**src/rtl/core/jpp_pkg.sv**
```systemverilog
package jpp_pkg;

   // Datapath widths follow from the 8-bit fields of the interface.
   localparam int SAMPLE_BITS = 8;
   localparam int NORM_SHIFT  = 16;
   localparam int QUO_BITS    = SAMPLE_BITS + NORM_SHIFT;
   localparam int NORM_BITS   = QUO_BITS + 1;
   localparam int CORD_BITS   = QUO_BITS + 3;
   localparam int ANGLE_BITS  = 32;
   localparam int PROD_BITS   = ANGLE_BITS + 7;
   localparam int FRAC_BITS   = 28;
   localparam int ROOT_BITS   = SAMPLE_BITS + 1;
   localparam int SQ_BITS     = 2 * ROOT_BITS;
   localparam int TABLE_LEN   = 24;

   localparam logic signed [ANGLE_BITS-1:0] PI_Q28      = 32'sd843314856;
   localparam logic signed [6:0]            ANGLE_SCALE = 7'sd57;
   localparam logic signed [10:0]           DEG_LIMIT   = 11'sd179;
   localparam logic [ROOT_BITS-1:0]         DIST_MAX    = ROOT_BITS'(511);

   typedef enum logic [2:0] {
      CSR_CENTER_X = 3'd0,
      CSR_CENTER_Y = 3'd1,
      CSR_MAX_X    = 3'd2,
      CSR_MAX_Y    = 3'd3,
      CSR_MIN_X    = 3'd4,
      CSR_MIN_Y    = 3'd5
   } csr_index_type;

   typedef struct packed {
      logic [7:0] x_sample;
      logic [7:0] y_sample;
   } req_type;

   typedef struct packed {
      logic signed [8:0] angle_deg;
      logic [8:0]        distance;
      logic              span_zero;
   } rsp_type;

   // atan(2^-i) in Q28 radians, rounded down.
   function automatic logic signed [ANGLE_BITS-1:0] atan_entry(input logic [4:0] idx);
      logic signed [ANGLE_BITS-1:0] val;
      case (idx)
         5'd0:    val = 32'sd210828714;
         5'd1:    val = 32'sd124459457;
         5'd2:    val = 32'sd65760959;
         5'd3:    val = 32'sd33381289;
         5'd4:    val = 32'sd16755421;
         5'd5:    val = 32'sd8385878;
         5'd6:    val = 32'sd4193962;
         5'd7:    val = 32'sd2097109;
         5'd8:    val = 32'sd1048570;
         5'd9:    val = 32'sd524287;
         5'd10:   val = 32'sd262143;
         5'd11:   val = 32'sd131071;
         5'd12:   val = 32'sd65535;
         5'd13:   val = 32'sd32767;
         5'd14:   val = 32'sd16383;
         5'd15:   val = 32'sd8191;
         5'd16:   val = 32'sd4095;
         5'd17:   val = 32'sd2047;
         5'd18:   val = 32'sd1023;
         5'd19:   val = 32'sd511;
         5'd20:   val = 32'sd255;
         5'd21:   val = 32'sd127;
         5'd22:   val = 32'sd63;
         5'd23:   val = 32'sd31;
         default: val = '0;
      endcase
      return val;
   endfunction

endpackage

```
**src/rtl/core/jpp_cordic.sv**
```systemverilog
module jpp_cordic #(
   parameter int STAGES = 16
) (
   input  logic                                 clock,
   input  logic                                 en,
   input  logic signed [jpp_pkg::NORM_BITS-1:0] norm_x,
   input  logic signed [jpp_pkg::NORM_BITS-1:0] norm_y,
   output logic signed [8:0]                    deg
);
   import jpp_pkg::*;

   logic signed [CORD_BITS-1:0]  cx_ff [STAGES+1];
   logic signed [CORD_BITS-1:0]  cy_ff [STAGES+1];
   logic signed [ANGLE_BITS-1:0] cz_ff [STAGES+1];
   logic                         zf_ff [STAGES+2];

   logic signed [CORD_BITS-1:0]  x_ext;
   logic signed [CORD_BITS-1:0]  y_ext;
   logic signed [PROD_BITS-1:0]  prod_in;
   logic signed [PROD_BITS-1:0]  prod_ff;
   logic signed [PROD_BITS-1:0]  adj;
   logic signed [10:0]           whole;
   logic signed [8:0]            deg_in;
   logic signed [8:0]            deg_ff;

   assign x_ext = CORD_BITS'(norm_x);
   assign y_ext = CORD_BITS'(norm_y);

   // Left half plane is folded over by a half turn before the iterations.
   always_ff @(posedge clock) begin
      if (en) begin
         zf_ff[0] <= (norm_x == '0) && (norm_y == '0);
         if (norm_x < 0) begin
            cx_ff[0] <= -x_ext;
            cy_ff[0] <= -y_ext;
            cz_ff[0] <= (norm_y < 0) ? -PI_Q28 : PI_Q28;
         end else begin
            cx_ff[0] <= x_ext;
            cy_ff[0] <= y_ext;
            cz_ff[0] <= '0;
         end
      end
   end

   for (genvar i = 0; i < STAGES; i++) begin : g_iter
      logic signed [CORD_BITS-1:0]  xs;
      logic signed [CORD_BITS-1:0]  ys;
      logic signed [ANGLE_BITS-1:0] step;

      assign xs   = cx_ff[i] >>> i;
      assign ys   = cy_ff[i] >>> i;
      assign step = atan_entry(5'(i));

      always_ff @(posedge clock) begin
         if (en) begin
            zf_ff[i+1] <= zf_ff[i];
            if (!cy_ff[i][CORD_BITS-1]) begin
               cx_ff[i+1] <= cx_ff[i] + ys;
               cy_ff[i+1] <= cy_ff[i] - xs;
               cz_ff[i+1] <= cz_ff[i] + step;
            end else begin
               cx_ff[i+1] <= cx_ff[i] - ys;
               cy_ff[i+1] <= cy_ff[i] + xs;
               cz_ff[i+1] <= cz_ff[i] - step;
            end
         end
      end
   end

   assign prod_in = PROD_BITS'(cz_ff[STAGES]) * PROD_BITS'(ANGLE_SCALE);

   // Truncation toward zero: bias negative products before the shift.
   assign adj   = prod_ff + (prod_ff[PROD_BITS-1] ?
                  PROD_BITS'((64'd1 << FRAC_BITS) - 64'd1) : PROD_BITS'(0));
   assign whole = adj[FRAC_BITS+10:FRAC_BITS];

   always_comb begin
      if (zf_ff[STAGES+1]) begin
         deg_in = '0;
      end else if (whole > DEG_LIMIT) begin
         deg_in = 9'(DEG_LIMIT);
      end else if (whole < -DEG_LIMIT) begin
         deg_in = -9'(DEG_LIMIT);
      end else begin
         deg_in = whole[8:0];
      end
   end

   always_ff @(posedge clock) begin
      if (en) begin
         prod_ff           <= prod_in;
         zf_ff[STAGES+1]   <= zf_ff[STAGES];
         deg_ff            <= deg_in;
      end
   end

   assign deg = deg_ff;

endmodule

```
**config.mk**
```make
export PLATFORM = sky130hd
export DESIGN_NAME = jpp_cordic
export DESIGN_NICKNAME = d
export VERILOG_FILES = /design/src/rtl/core/jpp_pkg.sv /design/src/rtl/core/jpp_cordic.sv
export SDC_FILE = /design/constraint.sdc
export NUM_CORES = 2
export LEC_CHECK = 0
export BUFFER_PORTS_ARGS = -buffer_cell sky130_fd_sc_hd__buf_2
export CAP_MARGIN = 20
export CORE_UTILIZATION = 59
export DETAILED_ROUTE_END_ITERATION = 16
export PLACE_DENSITY_LB_ADDON = 0.15
export RECOVER_POWER = 25
export SKIP_CTS_REPAIR_TIMING = 1
export SYNTH_ARGS = -nofsm -noshare
export SYNTH_HDL_FRONTEND = slang
export SYNTH_SLANG_ARGS = --single-unit
export TNS_END_PERCENT = 5
```
**constraint.sdc**
```tcl
create_clock -name clock -period 4.3 [get_ports clock]
set_input_delay 0.215 -clock clock [delete_from_list [all_inputs] [get_ports clock]]
set_output_delay 0.215 -clock clock [all_outputs]
set_load 0.02 [all_outputs]
```
Word level (Yosys, flattened, before mapping). Memory sizes are Yosys's and may differ from the RTL's. Index checks and enable logic that the tools add are counted.

Register bits after elaboration: 48. Memory bits (writable): 1480. Input port bits: 52. Output and inout bits: 9. Word-level logic and storage cells: 324. Memories kept: 4.

Add/sub/neg operators: 98. Multiply operators: 1. $lt $le $gt $ge: 4. Muxes and demuxes: 159. Bitwise logic cells: 51. Reduce and logical (&&, ||, !) cells: 4.

Memories: cz_ff (words 17, width 32, rd ports 17, clocked after Yosys merged registers in 0, write ports 17, RTL line jpp_cordic.sv:14) `logic signed [ANGLE_BITS-1:0] cz_ff [STAGES+1];`; cx_ff (words 17, width 27, rd ports 16, clocked after Yosys merged registers in 0, write ports 17, RTL line jpp_cordic.sv:12) `logic signed [CORD_BITS-1:0] cx_ff [STAGES+1];`; cy_ff (words 17, width 27, rd ports 16, clocked after Yosys merged registers in 0, write ports 17, RTL line jpp_cordic.sv:13) `logic signed [CORD_BITS-1:0] cy_ff [STAGES+1];`; zf_ff (words 18, width 1, rd ports 18, clocked after Yosys merged registers in 0, write ports 18, RTL line jpp_cordic.sv:15) `logic zf_ff [STAGES+2];`.

Operators with widths (number): 27-bit 2-to-1 mux (34); 32-bit 2-to-1 mux (18); 1-bit 2-to-1 mux (104); 27-bit by 12-bit adder with 27-bit output (2); 27-bit by 13-bit adder with 27-bit output (2); 27-bit by 14-bit adder with 27-bit output (2); 27-bit by 15-bit adder with 27-bit output (2); 27-bit by 16-bit adder with 27-bit output (2); 27-bit by 17-bit adder with 27-bit output (2); 27-bit by 18-bit adder with 27-bit output (2); 27-bit by 19-bit adder with 27-bit output (2); 27-bit by 20-bit adder with 27-bit output (2); 27-bit by 21-bit adder with 27-bit output (2); 27-bit by 22-bit adder with 27-bit output (2); 27-bit by 23-bit adder with 27-bit output (2); 27-bit by 24-bit adder with 27-bit output (2); 27-bit by 25-bit adder with 27-bit output (2); 27-bit by 26-bit adder with 27-bit output (2); 25-bit negation with 27-bit output (2); 27-bit by 12-bit subtractor with 27-bit output (2); 27-bit by 13-bit subtractor with 27-bit output (2); 27-bit by 14-bit subtractor with 27-bit output (2); 27-bit by 15-bit subtractor with 27-bit output (2); 27-bit by 16-bit subtractor with 27-bit output (2); 56 further kinds (119).

Depth between registers and ports, before layout.
Word-level depth: 5. Gate-level depth with buffers: 22. Mapped depth without buffers: 22.

Worst setup path before layout. OpenSTA, ideal clock, no wires.

Path kind: input -> register. Start point: input port en. End point: memory cx_ff[7][26] in the netlist's numbering, data pin. Library setup time: 0.260 ns. Data arrival time: 4.404 ns. Data required time: 4.040 ns. Path slack: -0.363 ns. Stages: 18. Path buffers: 3. Cell sequence: clkbuf_1 clkbuf_1 nand2_1 clkinv_1 clkbuf_1 nor2_1 xnor2_1 ha_1 and3_1 a221o_1 nor3_1 a21oi_1 o41ai_1 o21ai_0 or4_1 a31o_2 a21oi_1 xnor2_1.

RTL lines: start: declaration (RTL line jpp_cordic.sv:5) `input logic en,`; end: declaration (RTL line jpp_cordic.sv:12).

==> metrics.yaml <==
sta:
  period_needed_ps: 4540
  fin_crit_sh: 1.06
  worst_clock_skew_ps: 25.0
  worst_slack_ps: -238
  whs_ps: 218
  finalHoldViolCount: 0
  fmax_mhz: 220
  rsz0062_at_grt: "yes"
  slew_headroom: -1.05
  setup_violations: 33
  worst_pin_slew_ps: 3080
  slew_violations: 360
synth:
  postSynthAreaPerCell_um2: 9.78
  async_flop_share: 0
  synth.largest_area_cell: "edfxtp_1"
  netlist_area_um2: 113000
  yosysWarnings: 0
  yosys-top-cells-area: "edfxtp_1, ha_1, xnor2_1, a21oi_1, xor2_1"
  synth_cells: 11500
  ys_ff_latch: 1359
  synth_edf_count: 1359
  synth_top_cell_area_share: 0.362
  synth_nets: 13100
  synth_cell_types: 98
  ys_seq_area_frac: 0.362
  synth_top_flop_cell: "edfxtp_1"
place:
  portBuffers: 60
  hpwl_mm: 222
  dp.cells: 14800
  place.gp.congestion: 0.943
  dpl-instance-area_um2: 123000
die:
  floorplan.rows: 160
  start_util: 0.593
  die_x_um: 439
  fp.dieH_um: 439
  ios: 61
  core_area_um2: 190000
  die_area_um2: 193000
final_layout:
  fin_cells: 15200
  seq_area_um2: 40800
  nNetsFinal: 14100
  multi_input_area_um2: 69800
  stdcell_area_um2: 129000
  layout-drive-gt1-share: 0.112
  layout_commonest_cell: "ha_1"
  final_core_util: 0.681
  final_cell_mix: "ha_1, edfxtp_1, xnor2_1, a21oi_1, nor2_1"
  syn2layout_area_growth_pct: 14.7
  filler_cell_count: 14900
clock_tree:
  cts.sinks: 1359
  cts.clk_slew.worst_paths_ps: 60
  cts_tree: "done"
  htreeDepth: 4
  clk_path_buf_depth: 3
  root_buffer: "clkbuf_16"
  cts_buffers: 159
  worstSkewPairLatency_ps: 820
drt:
  dr_wl_met3_mm: 11.1
  viasPerCell: 5.94
  vias: 90400
  ant_nets: 0
  drc: 0
  wire_per_inst_um: 18.6
  drt-initial-drc-count: 5922
  wl_met1_mm: 121
  top_layer_used: "met4"
  routed-wl-met2_mm: 140
  first_pass_iters: 6
  wl_mm: 283
run_status:
  status: "complete, but fails checks"
  failed_checks: "capacitance limit, slew limit, setup timing"
grt:
  track_usage: 0.284
  grt_pass1_wl_mm: 448
  antenna_found_initial: 2
  grt_pass1_vias: 88300
  grt-ovfl-total: 0
  grt_max_degree: 171
hold_path:
  worst_hold_path_type: "primary input to register"
critical_path:
  crit_required_ps: 4840
  endpoint_kind: "register"
  start_kind: "register"
  crit_arrival_ps: 5080
  path_max_fanout: 3
  worstSetupPathType: "register to register"
job:
  drv_cap: 9
## metal layers
metal  GRT usage  vias up
li1            -    44700
met1       0.353    43200
met2       0.501     2031
met3      0.0311      557
met4       0.110        0
met5           0        -
## cells by family (layout without fill, tap and decap cells)
logic type / after synthesis / in the layout / synth area share
other cells: 0 / 4 / 0
xor+xnor: 1601 / 1601 / 0.124
flops: 1359 / 1359 / 0.362
fa+ha+maj: 1491 / 1491 / 0.172
compound gates: 3217 / 3217 / 0.183
simple gates: 3024 / 3024 / 0.128
buf+inv: 799 / 1959 / 0.0267
mux: 55 / 55 / 0.00512
## cells in the mapped netlist, drive strengths merged (96+ instances only)
cell type,number
xor2,541
o21ai,613
nand3,202
a21oi,1044
xnor2,1060
o21bai,130
clkbuf,128
nand2,700
inv,642
nor3,326
nor2b,120
fa,96
a211oi,108
a21o,428
nor2,934
o21a,195
or3,96
ha,1395
nand2b,183
and3,99
edfxtp,1359
o31ai,142
## worst max-delay path, cell delays in order, from the launching register on
cell	delay, ps
edfxtp_1	450
ha_2	370
fa_1	400
ha_1	280
inv_1	50
fa_1	470
inv_1	40
ha_1	190
a21o_1	220
o41ai_2	330
a21oi_1	90
nand4_1	180
a31oi_4	140
a211oi_2	270
nor2_2	90
a211oi_2	330
o21ai_1	120
a21oi_1	170
xnor2_1	100
## final cells by class
type | count | area share
clock inverter | 102 | 0.00941
timing repair buffer | 1016 | 0.0609
inverter | 653 | 0.0190
tap | 2511 | 0.0243
multi-input combinational | 9388 | 0.539
antenna | 4 | 0.0000773
sequential | 1359 | 0.315
clock buffer | 188 | 0.0321
## stage by stage
stage	worst slack [ps]	setup TNS, ps
6_report	-238	-2170
5_1_grt	-440	-22050
4_1_cts	-405	-7130
3_5_place_dp	-385	-6540
3_3_place_gp	-276	-3770
2_1_floorplan	-140	-1400
## registers in the layout, indices dropped and copies added (netlist names)
name / count
deg: 9
cx_ff: 391
prod_ff: 38
cz_ff: 498
cy_ff: 405
zf_ff: 18
## final timing paths
path / start / to / slack (ps) / cells past startpoint
max: cz_ff[16][8] / prod_ff[37] / -240 / 18
min: norm_x[0] / cx_ff[0][0] / 220 / 2
max reg2reg: cz_ff[16][8] / prod_ff[37] / -240 / 18
min reg2reg: zf_ff[13] / zf_ff[14] / 420 / 0
Power is left out: the tool's default activity adds up to more than one toggle a clock period on the data nets, which glitch-free logic cannot reach.
