==> config.mk <==
export PLATFORM = sky130hd
export DESIGN_NAME = jpp_isqrt
export DESIGN_NICKNAME = d
export VERILOG_FILES = /design/src/rtl/core/jpp_pkg.sv /design/src/rtl/core/jpp_isqrt.sv
export SDC_FILE = /design/constraint.sdc
export NUM_CORES = 1
export LEC_CHECK = 0
export BUFFER_PORTS_ARGS = -buffer_cell sky130_fd_sc_hd__buf_4
export CAP_MARGIN = 30
export CORE_ASPECT_RATIO = 1.75
export CORE_MARGIN = 2
export CORE_UTILIZATION = 35
export DETAILED_ROUTE_END_ITERATION = 8
export PLACE_DENSITY = 0.46
export SETUP_SLACK_MARGIN = 0.2
export SYNTH_ARGS = -nofsm -noshare
export SYNTH_HDL_FRONTEND = slang
export SYNTH_SLANG_ARGS = --single-unit
==> constraint.sdc <==
create_clock -name clock -period 7.2 [get_ports clock]
set_input_delay 1.08 -clock clock [delete_from_list [all_inputs] [get_ports clock]]
set_output_delay 1.08 -clock clock [all_outputs]
set_load 0.03 [all_outputs]
==> src/rtl/core/jpp_pkg.sv <==
package jpp_pkg;

   // Datapath widths follow from the 8-bit fields of the interface.
   localparam int SAMPLE_BITS = 8;
   localparam int NORM_SHIFT  = 16;
   localparam int QUO_BITS    = SAMPLE_BITS + NORM_SHIFT;
   localparam int NORM_BITS   = QUO_BITS + 1;
   localparam int CORD_BITS   = QUO_BITS + 3;
   localparam int ANGLE_BITS  = 32;
   localparam int PROD_BITS   = ANGLE_BITS + 7;
   localparam int FRAC_BITS   = 28;
   localparam int ROOT_BITS   = SAMPLE_BITS + 1;
   localparam int SQ_BITS     = 2 * ROOT_BITS;
   localparam int TABLE_LEN   = 24;

   localparam logic signed [ANGLE_BITS-1:0] PI_Q28      = 32'sd843314856;
   localparam logic signed [6:0]            ANGLE_SCALE = 7'sd57;
   localparam logic signed [10:0]           DEG_LIMIT   = 11'sd179;
   localparam logic [ROOT_BITS-1:0]         DIST_MAX    = ROOT_BITS'(511);

   typedef enum logic [2:0] {
      CSR_CENTER_X = 3'd0,
      CSR_CENTER_Y = 3'd1,
      CSR_MAX_X    = 3'd2,
      CSR_MAX_Y    = 3'd3,
      CSR_MIN_X    = 3'd4,
      CSR_MIN_Y    = 3'd5
   } csr_index_type;

   typedef struct packed {
      logic [7:0] x_sample;
      logic [7:0] y_sample;
   } req_type;

   typedef struct packed {
      logic signed [8:0] angle_deg;
      logic [8:0]        distance;
      logic              span_zero;
   } rsp_type;

   // atan(2^-i) in Q28 radians, rounded down.
   function automatic logic signed [ANGLE_BITS-1:0] atan_entry(input logic [4:0] idx);
      logic signed [ANGLE_BITS-1:0] val;
      case (idx)
         5'd0:    val = 32'sd210828714;
         5'd1:    val = 32'sd124459457;
         5'd2:    val = 32'sd65760959;
         5'd3:    val = 32'sd33381289;
         5'd4:    val = 32'sd16755421;
         5'd5:    val = 32'sd8385878;
         5'd6:    val = 32'sd4193962;
         5'd7:    val = 32'sd2097109;
         5'd8:    val = 32'sd1048570;
         5'd9:    val = 32'sd524287;
         5'd10:   val = 32'sd262143;
         5'd11:   val = 32'sd131071;
         5'd12:   val = 32'sd65535;
         5'd13:   val = 32'sd32767;
         5'd14:   val = 32'sd16383;
         5'd15:   val = 32'sd8191;
         5'd16:   val = 32'sd4095;
         5'd17:   val = 32'sd2047;
         5'd18:   val = 32'sd1023;
         5'd19:   val = 32'sd511;
         5'd20:   val = 32'sd255;
         5'd21:   val = 32'sd127;
         5'd22:   val = 32'sd63;
         5'd23:   val = 32'sd31;
         default: val = '0;
      endcase
      return val;
   endfunction

endpackage

==> src/rtl/core/jpp_isqrt.sv <==
module jpp_isqrt (
   input  logic                                clock,
   input  logic                                en,
   input  logic signed [jpp_pkg::SAMPLE_BITS:0] dx,
   input  logic signed [jpp_pkg::SAMPLE_BITS:0] dy,
   output logic [jpp_pkg::ROOT_BITS-1:0]        root
);
   import jpp_pkg::*;

   localparam int REM_BITS = ROOT_BITS + 3;

   logic signed [SQ_BITS-1:0] sq_in;
   logic [SQ_BITS-1:0]        sq_ff;
   logic [SQ_BITS-1:0]        rad_ff  [ROOT_BITS];
   logic [REM_BITS-1:0]       rem_ff  [ROOT_BITS];
   logic [ROOT_BITS-1:0]      root_ff [ROOT_BITS];

   assign sq_in = SQ_BITS'(dx) * SQ_BITS'(dx) + SQ_BITS'(dy) * SQ_BITS'(dy);

   always_ff @(posedge clock) begin
      if (en) begin
         sq_ff <= sq_in;
      end
   end

   // One result bit per stage, two radicand bits consumed each time.
   for (genvar k = 0; k < ROOT_BITS; k++) begin : g_stage
      logic [SQ_BITS-1:0]   rad_prev;
      logic [REM_BITS-1:0]  rem_prev;
      logic [ROOT_BITS-1:0] root_prev;
      logic [REM_BITS-1:0]  rem_sh;
      logic [REM_BITS-1:0]  trial;
      logic                 ge;

      if (k == 0) begin : g_first
         assign rad_prev  = sq_ff;
         assign rem_prev  = '0;
         assign root_prev = '0;
      end else begin : g_next
         assign rad_prev  = rad_ff[k-1];
         assign rem_prev  = rem_ff[k-1];
         assign root_prev = root_ff[k-1];
      end

      assign rem_sh = {rem_prev[REM_BITS-3:0], rad_prev[SQ_BITS-1-2*k -: 2]};
      assign trial  = REM_BITS'({root_prev, 2'b01});
      assign ge     = rem_sh >= trial;

      always_ff @(posedge clock) begin
         if (en) begin
            rad_ff[k]  <= rad_prev;
            rem_ff[k]  <= ge ? (rem_sh - trial) : rem_sh;
            root_ff[k] <= {root_prev[ROOT_BITS-2:0], ge};
         end
      end
   end

   assign root = root_ff[ROOT_BITS-1];

endmodule

Word-level counts from Yosys, hierarchy flattened --
Memory sizes are Yosys's and may differ from the RTL's. Cells that the tools add are included.
Cells by class: add/subtract/negate cells 10, $mul 2, order comparisons 9, multiplexer cells 11
Operators with widths (number):
- $mux W12 | 9
- $ge A12 B11 Y1 | 8
- $sub A12 B11 Y12 | 8
- $mul A9 B9 Y18 | 2
- $add A18 B18 Y18 | 1
- $sub A2 B1 Y3 const B | 1
- $ge A2 B1 Y1 const B | 1
- $mux W1 | 2
Storage, ports and cells: flip-flop bits (word level) 18, memory bits (writable) 351, input port bits 20, word-level logic and storage cells 36, memories kept 3
Memories:
- rad_ff | words 9, width 18, read ports 8, clocked after Yosys merged registers in 0, write ports 9, line jpp_isqrt.sv:14 | logic [SQ_BITS-1:0] rad_ff [ROOT_BITS];
- rem_ff | words 9, width 12, read ports 8, clocked after Yosys merged registers in 0, write ports 9, line jpp_isqrt.sv:15 | logic [REM_BITS-1:0] rem_ff [ROOT_BITS];
- root_ff | words 9, width 9, read ports 9, clocked after Yosys merged registers in 0, write ports 9, line jpp_isqrt.sv:16 | logic [ROOT_BITS-1:0] root_ff [ROOT_BITS];

Logic depth before layout (Yosys ltp) --
An unclocked memory read counts as a cell.
depth in word-level cells 3, depth in mapped cells 24, mapped depth without buffers 23

Least setup slack after synthesis --
No wires, ideal clock.
path type input port to flip-flop, start input port dx[1] (netlist name), end register sq_ff[17] (netlist: g_stage[0].rad_prev[17]) (data pin), library setup time 260 ps, data arrival time 6452 ps, required time 6940 ps, path slack 488 ps, cell stages on the path 23, path buffers 1, path through clkbuf_1 > nand2_1 > fa_1 > fa_1 > inv_1 > ha_1 > inv_1 > fa_1 > inv_1 > fa_1 > inv_1 > fa_1 > inv_1 > ha_1 > ha_1 > fa_1 > a211oi_1 > nor2_1 > o211ai_1 > nand2b_1 > a221o_1 > a31o_1 > xnor2_1
Between the ends: cells in the longest elaborated chain, start to end 2
RTL lines:
- start, declared | line jpp_isqrt.sv:4 | input logic signed [jpp_pkg::SAMPLE_BITS:0] dx,
- $mul A9 B9 Y18 | line jpp_isqrt.sv:18 | assign sq_in = SQ_BITS'(dx) * SQ_BITS'(dx) + SQ_BITS'(dy) * SQ_BITS'(dy);
- $add A18 B18 Y18 | line jpp_isqrt.sv:18
- net sq_in[17] | line jpp_isqrt.sv:12 | logic signed [SQ_BITS-1:0] sq_in;
- end signal, assigned | line jpp_isqrt.sv:22 | sq_ff <= sq_in;
- end, declared | line jpp_isqrt.sv:13 | logic [SQ_BITS-1:0] sq_ff;
The timed path passes the listed nets, and every way through them passes these cells. A chain may end at the register's enable or synchronous reset.

Worst setup path after layout --
start input port dy[1] (netlist name), end register sq_ff[17] (netlist: g_stage[0].rad_prev[17]) (data pin)
Between the ends: cells in the longest elaborated chain, start to end 2
RTL lines:
- start, declared | line jpp_isqrt.sv:5 | input logic signed [jpp_pkg::SAMPLE_BITS:0] dy,
- $mul A9 B9 Y18 | line jpp_isqrt.sv:18
- $add A18 B18 Y18 | line jpp_isqrt.sv:18
- net sq_in[17] | line jpp_isqrt.sv:12
The timed path passes the listed nets, and every way through them passes these cells.

==> summary.md <==
| Metric | Value |
|---|---|
| Max Cap Viol | `0` |
| Initial antenna violation count | `0` |
| First-pass GRT wire length | `45420 um` |
| Wire per inst | `15.53 um` |
| Post-synth EDFFs | `~210` |
| P_leak | `7.060 nW` |
| Initial core utilization | `35.29%` |
| Setup-failing EPs final | `0` |
| RSZ-0062 raised after global routing | `no` |
| Worst R2R End | `rem_ff[0][87]` |
| Crit path kind | `input port to flop` |
| GRT overflow | `0` |
| Worst Setup End Kind | `flop` |
| TritonCTS clock tree | `yes` |
| Hold WC Path Type | `flop to flop` |
| Flop pwr share | `24.7%` |
| Core Region | `between 40000 and 50000 um^2` |
| H-Tree Depth | `1` |
| Depth of the most critical reg-to-reg path | `8` |
| Startpoint types | `input port` |
| Vias in the first global route | `9277` |
| Multi-input logic area | `between 7000 and 8000 um^2` |
| DRT iter0 DRCs | `332` |
| Final Hold Vio Count | `0` |
| Clock Latency Late Sink | `0.50 ns` |
| Final wirelength | `28160 um` |
| Critical Path Fanout Max | `14` |
| Tmin final | `6.457 ns` |
| Die Span X | `158.6 um` |
| Clock root buffer | `clkbuf_16` |
| Mean Syn Cell Area | `12.12 um^2` |
| Max IR drop VDD | `0.0007580 V` |
| Layout Nets | `1541` |
| Fmax | `0.1549 GHz` |
| Final hold slack | `0.4167 ns` |
| Period utilization | `between 80% and 90%` |
| Top cell type by total area after synthesis | `edfxtp_1` |
| Hold path cells | `0` |
| Post-synth net total | `1502` |
| PD cells | `510.7 nW/um^2` |
| # IOs | `29` |
| Setup TNS | `0 ns` |
| Hold Path End | `rad_ff[0][73]` |
| Crit path cell chain | `buf_4 -> and2_1 -> inv_1 -> fa_1 -> inv_1 -> fa_1 -> inv_1 -> fa_1 -> inv_1 -> fa_1 -> fa_1 -> fa_1 -> fa_1 -> ha_1 -> o21ai_0 -> nor2_1 -> o211ai_1 -> nand2b_1 -> a221o_1 -> a31o_1 -> xnor2_1` |
| Largest net degree at the start of global routing | `80` |
| Reg area | `6246 um^2` |
| #FFs+latches synth | `208` |
| FF-to-FF setup slack | `4.13 ns` |
| Post_cts resized | `0` |
| DRC viols | `0` |
| CTS sink count | `208` |
| Slowest cell on crit path | `fa_1` |
| Status | `finished clean` |
| Worst slew margin | `38.57%` |
| Filler cell count | `slightly above 4000` |
| Slowest stage delay, CP | `0.54 ns` |
| Yosys cell types | `55` |
| Synth warnings | `0` |
| Post-synthesis sequential area ratio | `42.65%` |
| Ant. Diodes | `0` |
| Combinational power share | `63.1%` |
| Die ar. | `43560 um^2` |
| Worst Path Arrival | `6.69 ns` |
| R2r startpoint | `rem_ff[0][72]` |
| CTS buffer count | `21` |
| Buffer depth of the longest clock path | `3` |
| Post-Syn Area | `14650 um^2` |
| Area Overhead vs Synth | `10.30%` |
| Port bufs | `28` |
| Data required time of the worst path | `~7.4 ns` |
| Int Pwr | `approximately 4.9 mW` |
| Reg clk slew, reported paths | `0.06 ns` |
| Sw Ratio | `between 40% and 50%` |
| Routed vias | `about 8400` |
| Die height | `approximately 270 um` |
| Worst-Margin Slew | `0.9214 ns` |
| Final RePlAce weighted congestion | `0.8478` |
| Count leader, synth | `inv_1` |
| Fraction of layout cells with a size suffix above 1 | `6.359%` |
| Synth cell count leaders | `inv_1 (240), edfxtp_1 (208), fa_1 (138)` |
| Site row count | `99` |
| CP dominant cell by count | `fa_1` |
| Global Route Usage Sum | `approximately 14%` |
| # hold bufs at CTS | `0` |
| Main synth FF type | `edfxtp_1` |
| Post-Syn Instances | `1208` |
| Final ANT Viol Nets | `0` |
| Synth top area cells | `edfxtp_1 (43%), fa_1 (19%), ha_1 (12%)` |
| Hold Crit Start | `rad_ff[0][55]` |
| TritonRoute pass-1 iters | `5` |
| Clk_skew | `around 0.016 ns` |
| Clock share of power | `around an eighth` |
| Top-area cell type share of the netlist area | `42.65%` |
| Drt via density | `4.643` |
| Async SR Flop Fraction | `0%` |
| Setup Fix Bufs, Post-CTS | `0` |
| Switching power | `approximately 3.4 mW` |
| Max-slew violations | `0` |
| Final HPWL from detailed placement | `22780 um` |
==> layer usage <==
metal / GRT usage [%] / wire length [um]
met1: 11.26 / 8222
met2: 30.72 / 18380
met3: 1.276 / 570
met4: 5.026 / 981
met5: 0 / 0
==> placed cells by master, fill, tap and decap left out, types with 4 or more instances in the layout <==
master,netlist,layout
inv_1,240,240
edfxtp_1,208,208
fa_1,138,138
ha_1,136,136
nand2_1,71,71
xnor2_1,49,49
nor2_1,43,43
buf_4,1,33
and2_1,31,31
a21oi_1,31,31
xor2_1,29,29
nor2b_1,23,23
o21a_1,21,21
o21ai_0,21,21
clkbuf_16,0,21
o21ai_1,20,20
nor3_1,16,16
a21o_1,14,14
nand2b_1,12,12
mux2_2,8,8
nand3_1,6,6
mux2_1,6,6
clkinv_1,0,6
nor4_1,5,5
clkbuf_1,15,5
a31o_2,4,4
o211ai_1,4,4
o31ai_1,4,4
or3_1,4,4
==> stage by stage <==
step | total power [mW] | instances | area, um^2 | setup slack [ns] | utilization, %
after detailed placement | 7.429 | 1778 | 15520 | 0.1969 | 37.41
after global placement | 7.401 | 1778 | 15520 | 0.2190 | 37.41
after global routing | 9.164 | 1813 | 16150 | 0.4919 | 38.93
final | 8.249 | 1813 | 16150 | 0.7426 | 38.93
after CTS | 8.495 | 1812 | 16130 | 0.7267 | 38.86
after floorplan | 5.999 | 1208 | 14650 | 0.4884 | -
==> cells by family (layout without fill, tap and decap cells) <==
kind of cell / count (synthesis) / in the layout / synth area share (%)
flops: 208 / 208 / 42.65
other cells: 1 / 1 / 0.02561
xor+xnor: 78 / 78 / 4.665
simple gates: 233 / 233 / 8.099
fa+ha+maj: 274 / 274 / 30.48
compound gates: 140 / 140 / 6.245
buf+inv: 259 / 309 / 6.689
mux: 15 / 15 / 1.145
==> state kept, by name (all words and copies together) (netlist names) <==
name,cells
root_ff,45
g_stage.rad_prev,18
rad_ff,72
rem_ff,73
==> area by class of cell <==
type | count | share of cell area [%]
clock inverter | 8 | 0.3718
multi-input combinational | 741 | 45.93
sequential | 208 | 38.66
timing repair buffer | 35 | 1.789
clock buffer | 26 | 3.369
tap | 555 | 4.299
inverter | 240 | 5.577
==> power by group through the flow <==
stage                     clock network [mW]  logic (mW)  registers (mW)
final                                   1.01        5.21            2.03
after detailed placement                   0        5.36            2.06
after global routing                    1.09        6.01            2.06
after global placement                     0        5.34            2.06
after CTS                               1.05        5.41            2.04
after floorplan                            0        3.97            2.03
==> worst max-delay path, delay by kind of cell <==
| family | cells | cell delay [ns] |
|---|---|---|
| adder cells (fa/ha/maj) | 8 | 3.75 |
| AO/OA/AOI/OAI | 4 | 0.94 |
| AND/OR/NAND/NOR | 3 | 0.38 |
| XOR/XNOR | 1 | 0.12 |
| buffers and inverters | 5 | 0.40 |
==> worst max path at each step <==
stage,start,to,slack [ns]
5_1_grt,dx[2],g_stage[0].rad_prev[17],0.49
6_report,dy[1],g_stage[0].rad_prev[17],0.74
3_3_place_gp,dx[3],g_stage[0].rad_prev[17],0.22
2_1_floorplan,dx[1],g_stage[0].rad_prev[17],0.49
4_1_cts,dx[3],g_stage[0].rad_prev[17],0.73
3_5_place_dp,dx[3],g_stage[0].rad_prev[17],0.20
No activity file was read; power rests on OpenSTA's default activity.
