File: src/rtl/core/jpp_pkg.sv
package jpp_pkg;

   // Datapath widths follow from the 8-bit fields of the interface.
   localparam int SAMPLE_BITS = 8;
   localparam int NORM_SHIFT  = 16;
   localparam int QUO_BITS    = SAMPLE_BITS + NORM_SHIFT;
   localparam int NORM_BITS   = QUO_BITS + 1;
   localparam int CORD_BITS   = QUO_BITS + 3;
   localparam int ANGLE_BITS  = 32;
   localparam int PROD_BITS   = ANGLE_BITS + 7;
   localparam int FRAC_BITS   = 28;
   localparam int ROOT_BITS   = SAMPLE_BITS + 1;
   localparam int SQ_BITS     = 2 * ROOT_BITS;
   localparam int TABLE_LEN   = 24;

   localparam logic signed [ANGLE_BITS-1:0] PI_Q28      = 32'sd843314856;
   localparam logic signed [6:0]            ANGLE_SCALE = 7'sd57;
   localparam logic signed [10:0]           DEG_LIMIT   = 11'sd179;
   localparam logic [ROOT_BITS-1:0]         DIST_MAX    = ROOT_BITS'(511);

   typedef enum logic [2:0] {
      CSR_CENTER_X = 3'd0,
      CSR_CENTER_Y = 3'd1,
      CSR_MAX_X    = 3'd2,
      CSR_MAX_Y    = 3'd3,
      CSR_MIN_X    = 3'd4,
      CSR_MIN_Y    = 3'd5
   } csr_index_type;

   typedef struct packed {
      logic [7:0] x_sample;
      logic [7:0] y_sample;
   } req_type;

   typedef struct packed {
      logic signed [8:0] angle_deg;
      logic [8:0]        distance;
      logic              span_zero;
   } rsp_type;

   // atan(2^-i) in Q28 radians, rounded down.
   function automatic logic signed [ANGLE_BITS-1:0] atan_entry(input logic [4:0] idx);
      logic signed [ANGLE_BITS-1:0] val;
      case (idx)
         5'd0:    val = 32'sd210828714;
         5'd1:    val = 32'sd124459457;
         5'd2:    val = 32'sd65760959;
         5'd3:    val = 32'sd33381289;
         5'd4:    val = 32'sd16755421;
         5'd5:    val = 32'sd8385878;
         5'd6:    val = 32'sd4193962;
         5'd7:    val = 32'sd2097109;
         5'd8:    val = 32'sd1048570;
         5'd9:    val = 32'sd524287;
         5'd10:   val = 32'sd262143;
         5'd11:   val = 32'sd131071;
         5'd12:   val = 32'sd65535;
         5'd13:   val = 32'sd32767;
         5'd14:   val = 32'sd16383;
         5'd15:   val = 32'sd8191;
         5'd16:   val = 32'sd4095;
         5'd17:   val = 32'sd2047;
         5'd18:   val = 32'sd1023;
         5'd19:   val = 32'sd511;
         5'd20:   val = 32'sd255;
         5'd21:   val = 32'sd127;
         5'd22:   val = 32'sd63;
         5'd23:   val = 32'sd31;
         default: val = '0;
      endcase
      return val;
   endfunction

endpackage

File: src/rtl/core/jpp_div.sv
module jpp_div (
   input  logic                          clock,
   input  logic                          en,
   input  logic [jpp_pkg::SAMPLE_BITS-1:0] num,
   input  logic [jpp_pkg::SAMPLE_BITS-1:0] den,
   output logic [jpp_pkg::QUO_BITS-1:0]    quo
);
   import jpp_pkg::*;

   // Restoring division of num * 2^16 by den, one quotient bit per stage.
   logic [QUO_BITS-1:0]    dvd_ff [QUO_BITS];
   logic [SAMPLE_BITS-1:0] den_ff [QUO_BITS];
   logic [SAMPLE_BITS-1:0] rem_ff [QUO_BITS];
   logic [QUO_BITS-1:0]    quo_ff [QUO_BITS];

   for (genvar k = 0; k < QUO_BITS; k++) begin : g_stage
      logic [QUO_BITS-1:0]    dvd_prev;
      logic [SAMPLE_BITS-1:0] den_prev;
      logic [SAMPLE_BITS-1:0] rem_prev;
      logic [QUO_BITS-1:0]    quo_prev;
      logic [SAMPLE_BITS:0]   trial;
      logic [SAMPLE_BITS:0]   diff;
      logic                   ge;

      if (k == 0) begin : g_first
         assign dvd_prev = {num, {NORM_SHIFT{1'b0}}};
         assign den_prev = den;
         assign rem_prev = '0;
         assign quo_prev = '0;
      end else begin : g_next
         assign dvd_prev = dvd_ff[k-1];
         assign den_prev = den_ff[k-1];
         assign rem_prev = rem_ff[k-1];
         assign quo_prev = quo_ff[k-1];
      end

      assign trial = {rem_prev, dvd_prev[QUO_BITS-1-k]};
      assign ge    = trial >= {1'b0, den_prev};
      assign diff  = trial - {1'b0, den_prev};

      always_ff @(posedge clock) begin
         if (en) begin
            dvd_ff[k] <= dvd_prev;
            den_ff[k] <= den_prev;
            rem_ff[k] <= ge ? diff[SAMPLE_BITS-1:0] : trial[SAMPLE_BITS-1:0];
            quo_ff[k] <= {quo_prev[QUO_BITS-2:0], ge};
         end
      end
   end

   assign quo = quo_ff[QUO_BITS-1];

endmodule

File: config.mk
export PLATFORM = sky130hd
export DESIGN_NAME = jpp_div
export DESIGN_NICKNAME = d
export VERILOG_FILES = /design/src/rtl/core/jpp_pkg.sv /design/src/rtl/core/jpp_div.sv
export SDC_FILE = /design/constraint.sdc
export NUM_CORES = 1
export LEC_CHECK = 0
export BUFFER_PORTS_ARGS = -buffer_cell sky130_fd_sc_hd__buf_2
export CAP_MARGIN = 20
export CORE_MARGIN = 4
export CORE_UTILIZATION = 57
export CTS_CLUSTER_SIZE = 8
export DETAILED_ROUTE_END_ITERATION = 8
export PLACE_DENSITY = 0.87
export SETUP_SLACK_MARGIN = 0.2
export SLEW_MARGIN = 20
export SYNTH_ARGS = -nofsm -noshare
export SYNTH_HDL_FRONTEND = slang
export SYNTH_SLANG_ARGS = --single-unit
File: constraint.sdc
create_clock -name clock -period 2.5 [get_ports clock]
set_input_delay 0.625 -clock clock [delete_from_list [all_inputs] [get_ports clock]]
set_output_delay 0.625 -clock clock [all_outputs]
set_load 0.02 [all_outputs]
-- Yosys cells after proc, flatten, opt, wreduce, memory -nomap -nowiden
Memory sizes are Yosys's and may differ from the RTL's.
Index checks and enable logic that the tools add are counted.
- $lt $le $gt $ge: 24
- $add $sub $neg: 24
- mux-type cells: 26
- operator list (cell ; count):
    greater-or-equal comparator 9 x 8 -> 1 bit ; 23
    2-to-1 mux 8 bit ; 24
    subtractor 8 bit ; 23
    greater-or-equal comparator 1 x 8 -> 1 bit ; 1
    subtractor 1 x 8 -> 8 bit ; 1
    2-to-1 mux 1 bit ; 2
- logic and storage cells: 78
- memories kept: 4
- flip-flop bits (word level): 0
- bits of input ports: 18
- output and inout port bits: 24
- memory bits (writable): 1536
- memory list (memory ; words ; bits a word ; rd ports ; clocked after Yosys merged registers in ; write ports ; RTL line ; source):
    dvd_ff ; 24 ; 24 ; 23 ; 0 ; 24 ; jpp_div.sv:11 ; logic [QUO_BITS-1:0] dvd_ff [QUO_BITS];
    quo_ff ; 24 ; 24 ; 24 ; 0 ; 24 ; jpp_div.sv:14 ; logic [QUO_BITS-1:0] quo_ff [QUO_BITS];
    den_ff ; 24 ; 8 ; 23 ; 0 ; 24 ; jpp_div.sv:12 ; logic [SAMPLE_BITS-1:0] den_ff [QUO_BITS];
    rem_ff ; 24 ; 8 ; 23 ; 0 ; 24 ; jpp_div.sv:13 ; logic [SAMPLE_BITS-1:0] rem_ff [QUO_BITS];

-- Logic depth before layout (Yosys ltp)
Gate-level depths: netlist of run 1.
An unclocked memory read counts as a cell.
- depth after elaboration: 3
- gate-level depth with buffers: 9
- depth with buffers taken out: 8

-- Least setup slack after synthesis of run 1
Ideal clock, no wire load.
- path kind: flip-flop to flip-flop
- start point: memory den_ff[17][1] (netlist: den_ff[4][9])
- end point: memory rem_ff[18][2] (netlist: rem_ff[2][18]), data pin
- arrival time: 2.138 ns
- required time: 2.240 ns
- path buffers: 0
- path slack: 0.102 ns
- period minus slack after synthesis: 2.398 ns
- setup time: 0.260 ns
- stages on the path, launching flop included: 9
- path through: edfxtp_1 inv_1 ha_1 ha_1 a221oi_1 and3_1 o21ai_1 a211oi_4 mux2_2
- RTL lines (element ; RTL line):
    from (decl) ; jpp_div.sv:12
    to (decl) ; jpp_div.sv:13

==> metrics.txt, run 1 <==
DP Cell Count 2,902; Wirelength per Cell 18.79 um; Hold Vio Cnt, Final 0; crit share post-route 93.45%; hold_buf cts 0; R2R Path Start den_ff[5][11]$_DFFE_PP_; chip width 242.2 um; Antenna Cells 0; Worst Hold Class in -> reg; detailed-route wire length 57,160 um; Area Growth Syn to Fin 15.95%; DR iter-0 viols 1,299; Synth Net Count 2,359; maximum vdd drop 688.5 uV; Design Area, Final 36,250 um^2; nets@finish 2,566; element type at the critical path start flop; CTS sink count 696; Setup-failing EPs final 0; global-route wire length before repair 90,660 um; YS warnings 0; total number of vias 17,820; Core Region 54,030 um^2; CP endpoint rem_ff[2][51]$_DFFE_PP_; fmax 0.4280 GHz; worst skew pair latency 0.64 ns; setup TNS 0 ns; Crit. Startpoint den_ff[5][11]$_DFFE_PP_; IO Pins 42; Avg Inst Size Synth 14.65 um^2; RSZ-0062 raised after global routing yes; Congestion Overflow GR 0; largest cells by area after synthesis edfxtp_1, ha_1, mux2_2; reg2reg setup slack 0.16 ns; pwr dens 1135 nW/um^2; # H-tree levels 3; Max Root-Sink Buffers 3; initial antenna violation count 0; Inserted Clock Buffers 96; Core Rows 85; DPL Wire Length 35,880 um; Gate Count Post-Synth 2,134; Slew headroom 60.49%; Setup Skew 0.04536 ns; DRC viols 0; area leader, netlist edfxtp_1; sequential fraction of the synthesis area 66.84%; clock root cell clkbuf_16; synthesized cell area 31,270 um^2; Yosys reg bits 696; top cell type's share of synthesized area 66.84%; Synth top cells by count edfxtp_1, inv_1, ha_1; count leader, synth edfxtp_1; placed cell areas 32,870 um^2; Post-DRT Antenna Nets 0; Reg clk slew, reported paths 0.05 ns; I/O Buffers 41; Worst Tran Pin Value 0.5777 ns; asr flop ratio synth 0%; CP required 2.88 ns; worst path arrival time 2.72 ns; critical path class reg -> reg; max-cap viol count 0; Initial Util 57.87%; CTS tree built; total track usage 18.71%; number of flops mapped to enable cells by yosys 696; largest net degree at the start of global routing 89; Worst R2R Path Depth 7; crit path max fanout 8; area of the die 58,670 um^2; status complete, no violations; Layout Cells excl Fill 3,042; post-synth cell types 67; Die Y 242.2 um; Critical Path End Type flop; vias in the first global route 18,320; R2R Path End rem_ff[2][51]$_DFFE_PP_; Post-synth top flop edfxtp_1; GPL Wtd Cong 0.8854; LEAKAGE 14.04 nW; max-slew violations 0; crit path time final 2.336 ns; Pre-antenna DRT Iters 5; layout cells sized above 1 18.50%; vias per cell 5.859
==> cell families after synthesis <==
family	after synthesis	synth area share, %
compound gates	425	8.992
xor+xnor	66	1.849
fa+ha+maj	207	8.812
buf+inv	251	3.041
flops	696	66.84
mux	121	4.226
simple gates	368	6.239
==> per-stage QoR <==
step	total power [mW]	worst slack (ns)	hold WS (ns)	utilization, %
final	41.14	0.1636	0.1578	67.10
after global routing	43.36	0.07734	0.1282	67.10
after detailed placement	28.41	0.08207	0.4045	60.84
after global placement	27.68	0.1338	0.4000	60.84
after floorplan	25.49	0.1476	0.4003	-
after CTS	40.46	0.1227	0.1154	66.04
==> registers in the layout, summed over array words and instances (netlist names) <==
name	cells
rem_ff	184
quo_ff	300
den_ff	184
dvd_ff	28
==> layer usage <==
metal	track usage (%)	wire, um	vias to the layer above	share of wire [%]
met2	33.23	29550	570	52
li1	-	-	8384	-
met3	3.597	2857	170	5.0
met4	7.444	1815	0	3.2
met5	0	0	-	0
met1	22.64	22940	8700	40
==> layout by cell type, fill, tap and decap left out, drive strengths merged, types with 5 or more instances in the layout <==
cell type / netlist / layout
a2111oi: 11 / 11
a211oi: 21 / 21
a21boi: 10 / 10
a21o: 44 / 44
a21oi: 110 / 110
a221oi: 8 / 8
a2bb2oi: 6 / 6
a31o: 6 / 6
and2: 27 / 27
and3: 10 / 10
and4: 5 / 5
buf: 7 / 121
clkbuf: 6 / 96
clkinv: 0 / 5
edfxtp: 696 / 696
fa: 22 / 22
ha: 185 / 185
inv: 238 / 240
mux2: 88 / 88
mux2i: 33 / 33
nand2: 57 / 57
nand2b: 13 / 13
nand3: 46 / 46
nand3b: 6 / 6
nand4: 5 / 5
nor2: 89 / 89
nor2b: 47 / 47
nor3: 18 / 18
nor4: 6 / 6
o211ai: 6 / 6
o21a: 34 / 34
o21ai: 116 / 116
o31a: 18 / 18
o31ai: 9 / 9
or2: 5 / 5
or3: 10 / 10
or4: 5 / 5
or4b: 13 / 13
xnor2: 42 / 42
xor2: 24 / 24
==> worst max-delay path, stage by stage (launching register included) <==
cell	delay, ns
edfxtp_1	0.40
inv_1	0.14
ha_4	0.24
a21o_1	0.19
a21oi_2	0.27
a31oi_2	0.17
nor2_4	0.27
mux2_2	0.39
==> final cells by class <==
cell class / instances / area (um^2)
inverters: 238 / 893.4
fillers: 3449 / 17770
clock buffers: 96 / 2402
repair buffers: 122 / 1045
well taps: 696 / 870.8
clock inverters: 7 / 165.2
flip-flops and latches: 696 / 20900
multi-input cells: 1187 / 9977
==> timing repair <==
item	CTS	global route
gates resized for setup	42	86
buffers inserted	10	25
pin swaps	10	29
endpoints found under the setup margin	77	111
gates cloned	0	2
==> report_power, final <==
group | internal, mW | switching [mW]
combinational | 6.28 | 6.66
sequential | 15.8 | 1.12
clock | 6.77 | 4.52
==> worst min path at each step <==
stage	from	to	slack (ns)	cells past startpoint
6_report	num[6]	dvd_ff[0][22]$_DFFE_PP_	0.16	1
5_1_grt	num[6]	dvd_ff[0][22]$_DFFE_PP_	0.13	1
4_1_cts	num[4]	dvd_ff[0][20]$_DFFE_PP_	0.12	1
3_5_place_dp	dvd_ff[1][40]$_DFFE_PP_	dvd_ff[1][64]$_DFFE_PP_	0.40	0
3_3_place_gp	quo_ff[2][12]$_DFFE_PP_	quo_ff[2][37]$_DFFE_PP_	0.40	0
2_1_floorplan	dvd_ff[0][16]$_DFFE_PP_	dvd_ff[0][40]$_DFFE_PP_	0.40	0
(Power assumes the default switching activity.)
==> run 2: changes to the inputs <==
Settings changed: GPL_TIMING_DRIVEN set to 0.
==> metrics.txt, run 2 (synthesis gave the netlist of run 1 again) <==
status complete, no violations; Biggest register quo_ff; total track usage 18.64%; max-slew violations 0; I/O Buffers 41; Slew headroom 59.77%; Setup-failing EPs final 0; DR iter-0 viols 1,277; max-cap viol count 0; worst path arrival time 2.78 ns; total number of vias 17,660; CP peak stage delay 0.43 ns; RSZ-0062 raised after global routing yes; Area Growth Syn to Fin 15.69%; initial antenna violation count 0; detailed-route wire length 55,840 um; Initial Util 57.87%; Pre-antenna DRT Iters 5; Die Y 242.2 um; Setup WS pre-CTS -0.5087 ns; chip width 242.2 um; commonest non-fill, non-tap cell in the layout edfxtp_1; Worst Hold Class in -> reg; setup TNS 0 ns; layout cells sized above 1 18.26%; nets@finish 2,553; IO Pins 42; CTS sink count 696; Congestion Overflow GR 0; biggest regs quo_ff x300, den_ff x184, rem_ff x184; pwr dens 1145 nW/um^2; element type at the critical path start flop; Slowest-stage cell, CP edfxtp_1; Hold Vio Cnt, Final 0; Reg clk slew, reported paths 0.05 ns; Worst Path Buf+Inv 1; Post-DRT Antenna Nets 0; Core Region 54,030 um^2; Worst Tran Pin Value 0.5883 ns; clock root cell clkbuf_16; DPL Wire Length 34,680 um; hold_buf cts 0; critical path, cell by cell ha_4, ha_4, a221oi_2, and3_4, o21ai_4, a211oi_4, buf_12, mux2_4; CP required 2.89 ns; vias per cell 5.829; critical path class reg -> reg; area of the die 58,670 um^2; LEAKAGE 13.95 nW; Setup Skew 0.03358 ns; crit path max fanout 8; crit share post-route 95.42%; largest net degree at the start of global routing 112; CTS tree built; GPL Wtd Cong 0.9081; Antenna Cells 0; DRC viols 0; global-route wire length before repair 90,490 um; Core Rows 85; # H-tree levels 3; vias in the first global route 18,460; number of flip-flops in the largest register 300; Most Frequent Cell on Critical Path ha_4; fmax 0.4192 GHz; worst skew pair latency 0.66 ns; maximum vdd drop 710.0 uV; Worst Setup Slack, final 0.1146 ns; Filler Cells Inserted 3,464; cell family with most CP delay compound AO/OA/AOI/OAI gates; Inserted Clock Buffers 96; Tot Pwr 41.44 mW; crit path time final 2.385 ns; commonest non-fill, non-tap cells in the layout edfxtp_1, inv_1, ha_1, clkbuf_16, o21ai_0; Critical Path End Type flop; Wirelength per Cell 18.44 um; Max Root-Sink Buffers 3
run 2: cell type report:
cell class | count | area, um^2 | area share, %
buffer | 13 | 102.6 | 0.2836
clock buffer | 96 | 2402 | 6.641
clock inverter | 7 | 165.2 | 0.4566
inverter | 238 | 893.4 | 2.470
multi-input combinational | 1188 | 10040 | 27.77
sequential | 696 | 20900 | 57.78
tap | 696 | 870.8 | 2.407
timing repair buffer | 95 | 795.8 | 2.200
run 2: timing repair:
item | CTS | global route
pin swaps | 16 | 25
gates resized for setup | 56 | 103
gates cloned | 0 | 2
endpoints found under the hold margin | 0 | 0
setup buffers | 24 | 23
setup endpoints to repair | 204 | 212
run 2: routing by layer:
metal | track usage (%) | share of wire (%) | up-vias
met3 | 3.309 | 4.6 | 159
met2 | 33.83 | 53 | 569
li1 | - | - | 8347
met4 | 7.888 | 3.3 | 0
met5 | 0 | 0 | -
met1 | 21.89 | 39 | 8580
run 2: path summary, 6_finish.rpt:
kind / slack, ns / end / from / cells past startpoint
worst max-delay path: 0.11 / rem_ff[2][23]$_DFFE_PP_ / rem_ff[2][8]$_SDFFCE_PN0P_ / 8
worst min-delay path: 0.14 / dvd_ff[0][22]$_DFFE_PP_ / num[6] / 1
worst max register to register: 0.11 / rem_ff[2][23]$_DFFE_PP_ / rem_ff[2][8]$_SDFFCE_PN0P_ / 8
worst min register to register: 0.39 / quo_ff[1][106]$_DFFE_PP_ / quo_ff[1][81]$_DFFE_PP_ / 0
run 2: report_power, final:
part	internal (mW)	leakage [nW]	switching [mW]	total, mW
clock	6.77	1.25	4.57	11.3
sequential	15.8	6.78	1.14	16.9
combinational	6.43	5.92	6.73	13.2
total	29.0	14.0	12.4	41.4
run 2: worst register-to-register path: cells and delay by family, from the launching register on:
kind | cells | cell delay (ns)
AOI/OAI and AO/OA | 3 | 0.58
DFF | 1 | 0.43
adders and majority gates | 2 | 0.41
muxes | 1 | 0.30
and+or+nand+nor | 1 | 0.24
buffers and inverters | 1 | 0.17
run 2: per-stage QoR:
stage	hold WS (ns)	cells	util, %	cell area, um^2
after floorplan	0.4003	2134	-	31300
after global placement	0.4002	2871	59.92	32370
after detailed placement	0.4045	2877	60.24	32550
after CTS	0.1103	3004	65.82	35560
after global routing	0.1228	3029	66.96	36170
final	0.1421	3029	66.96	36170
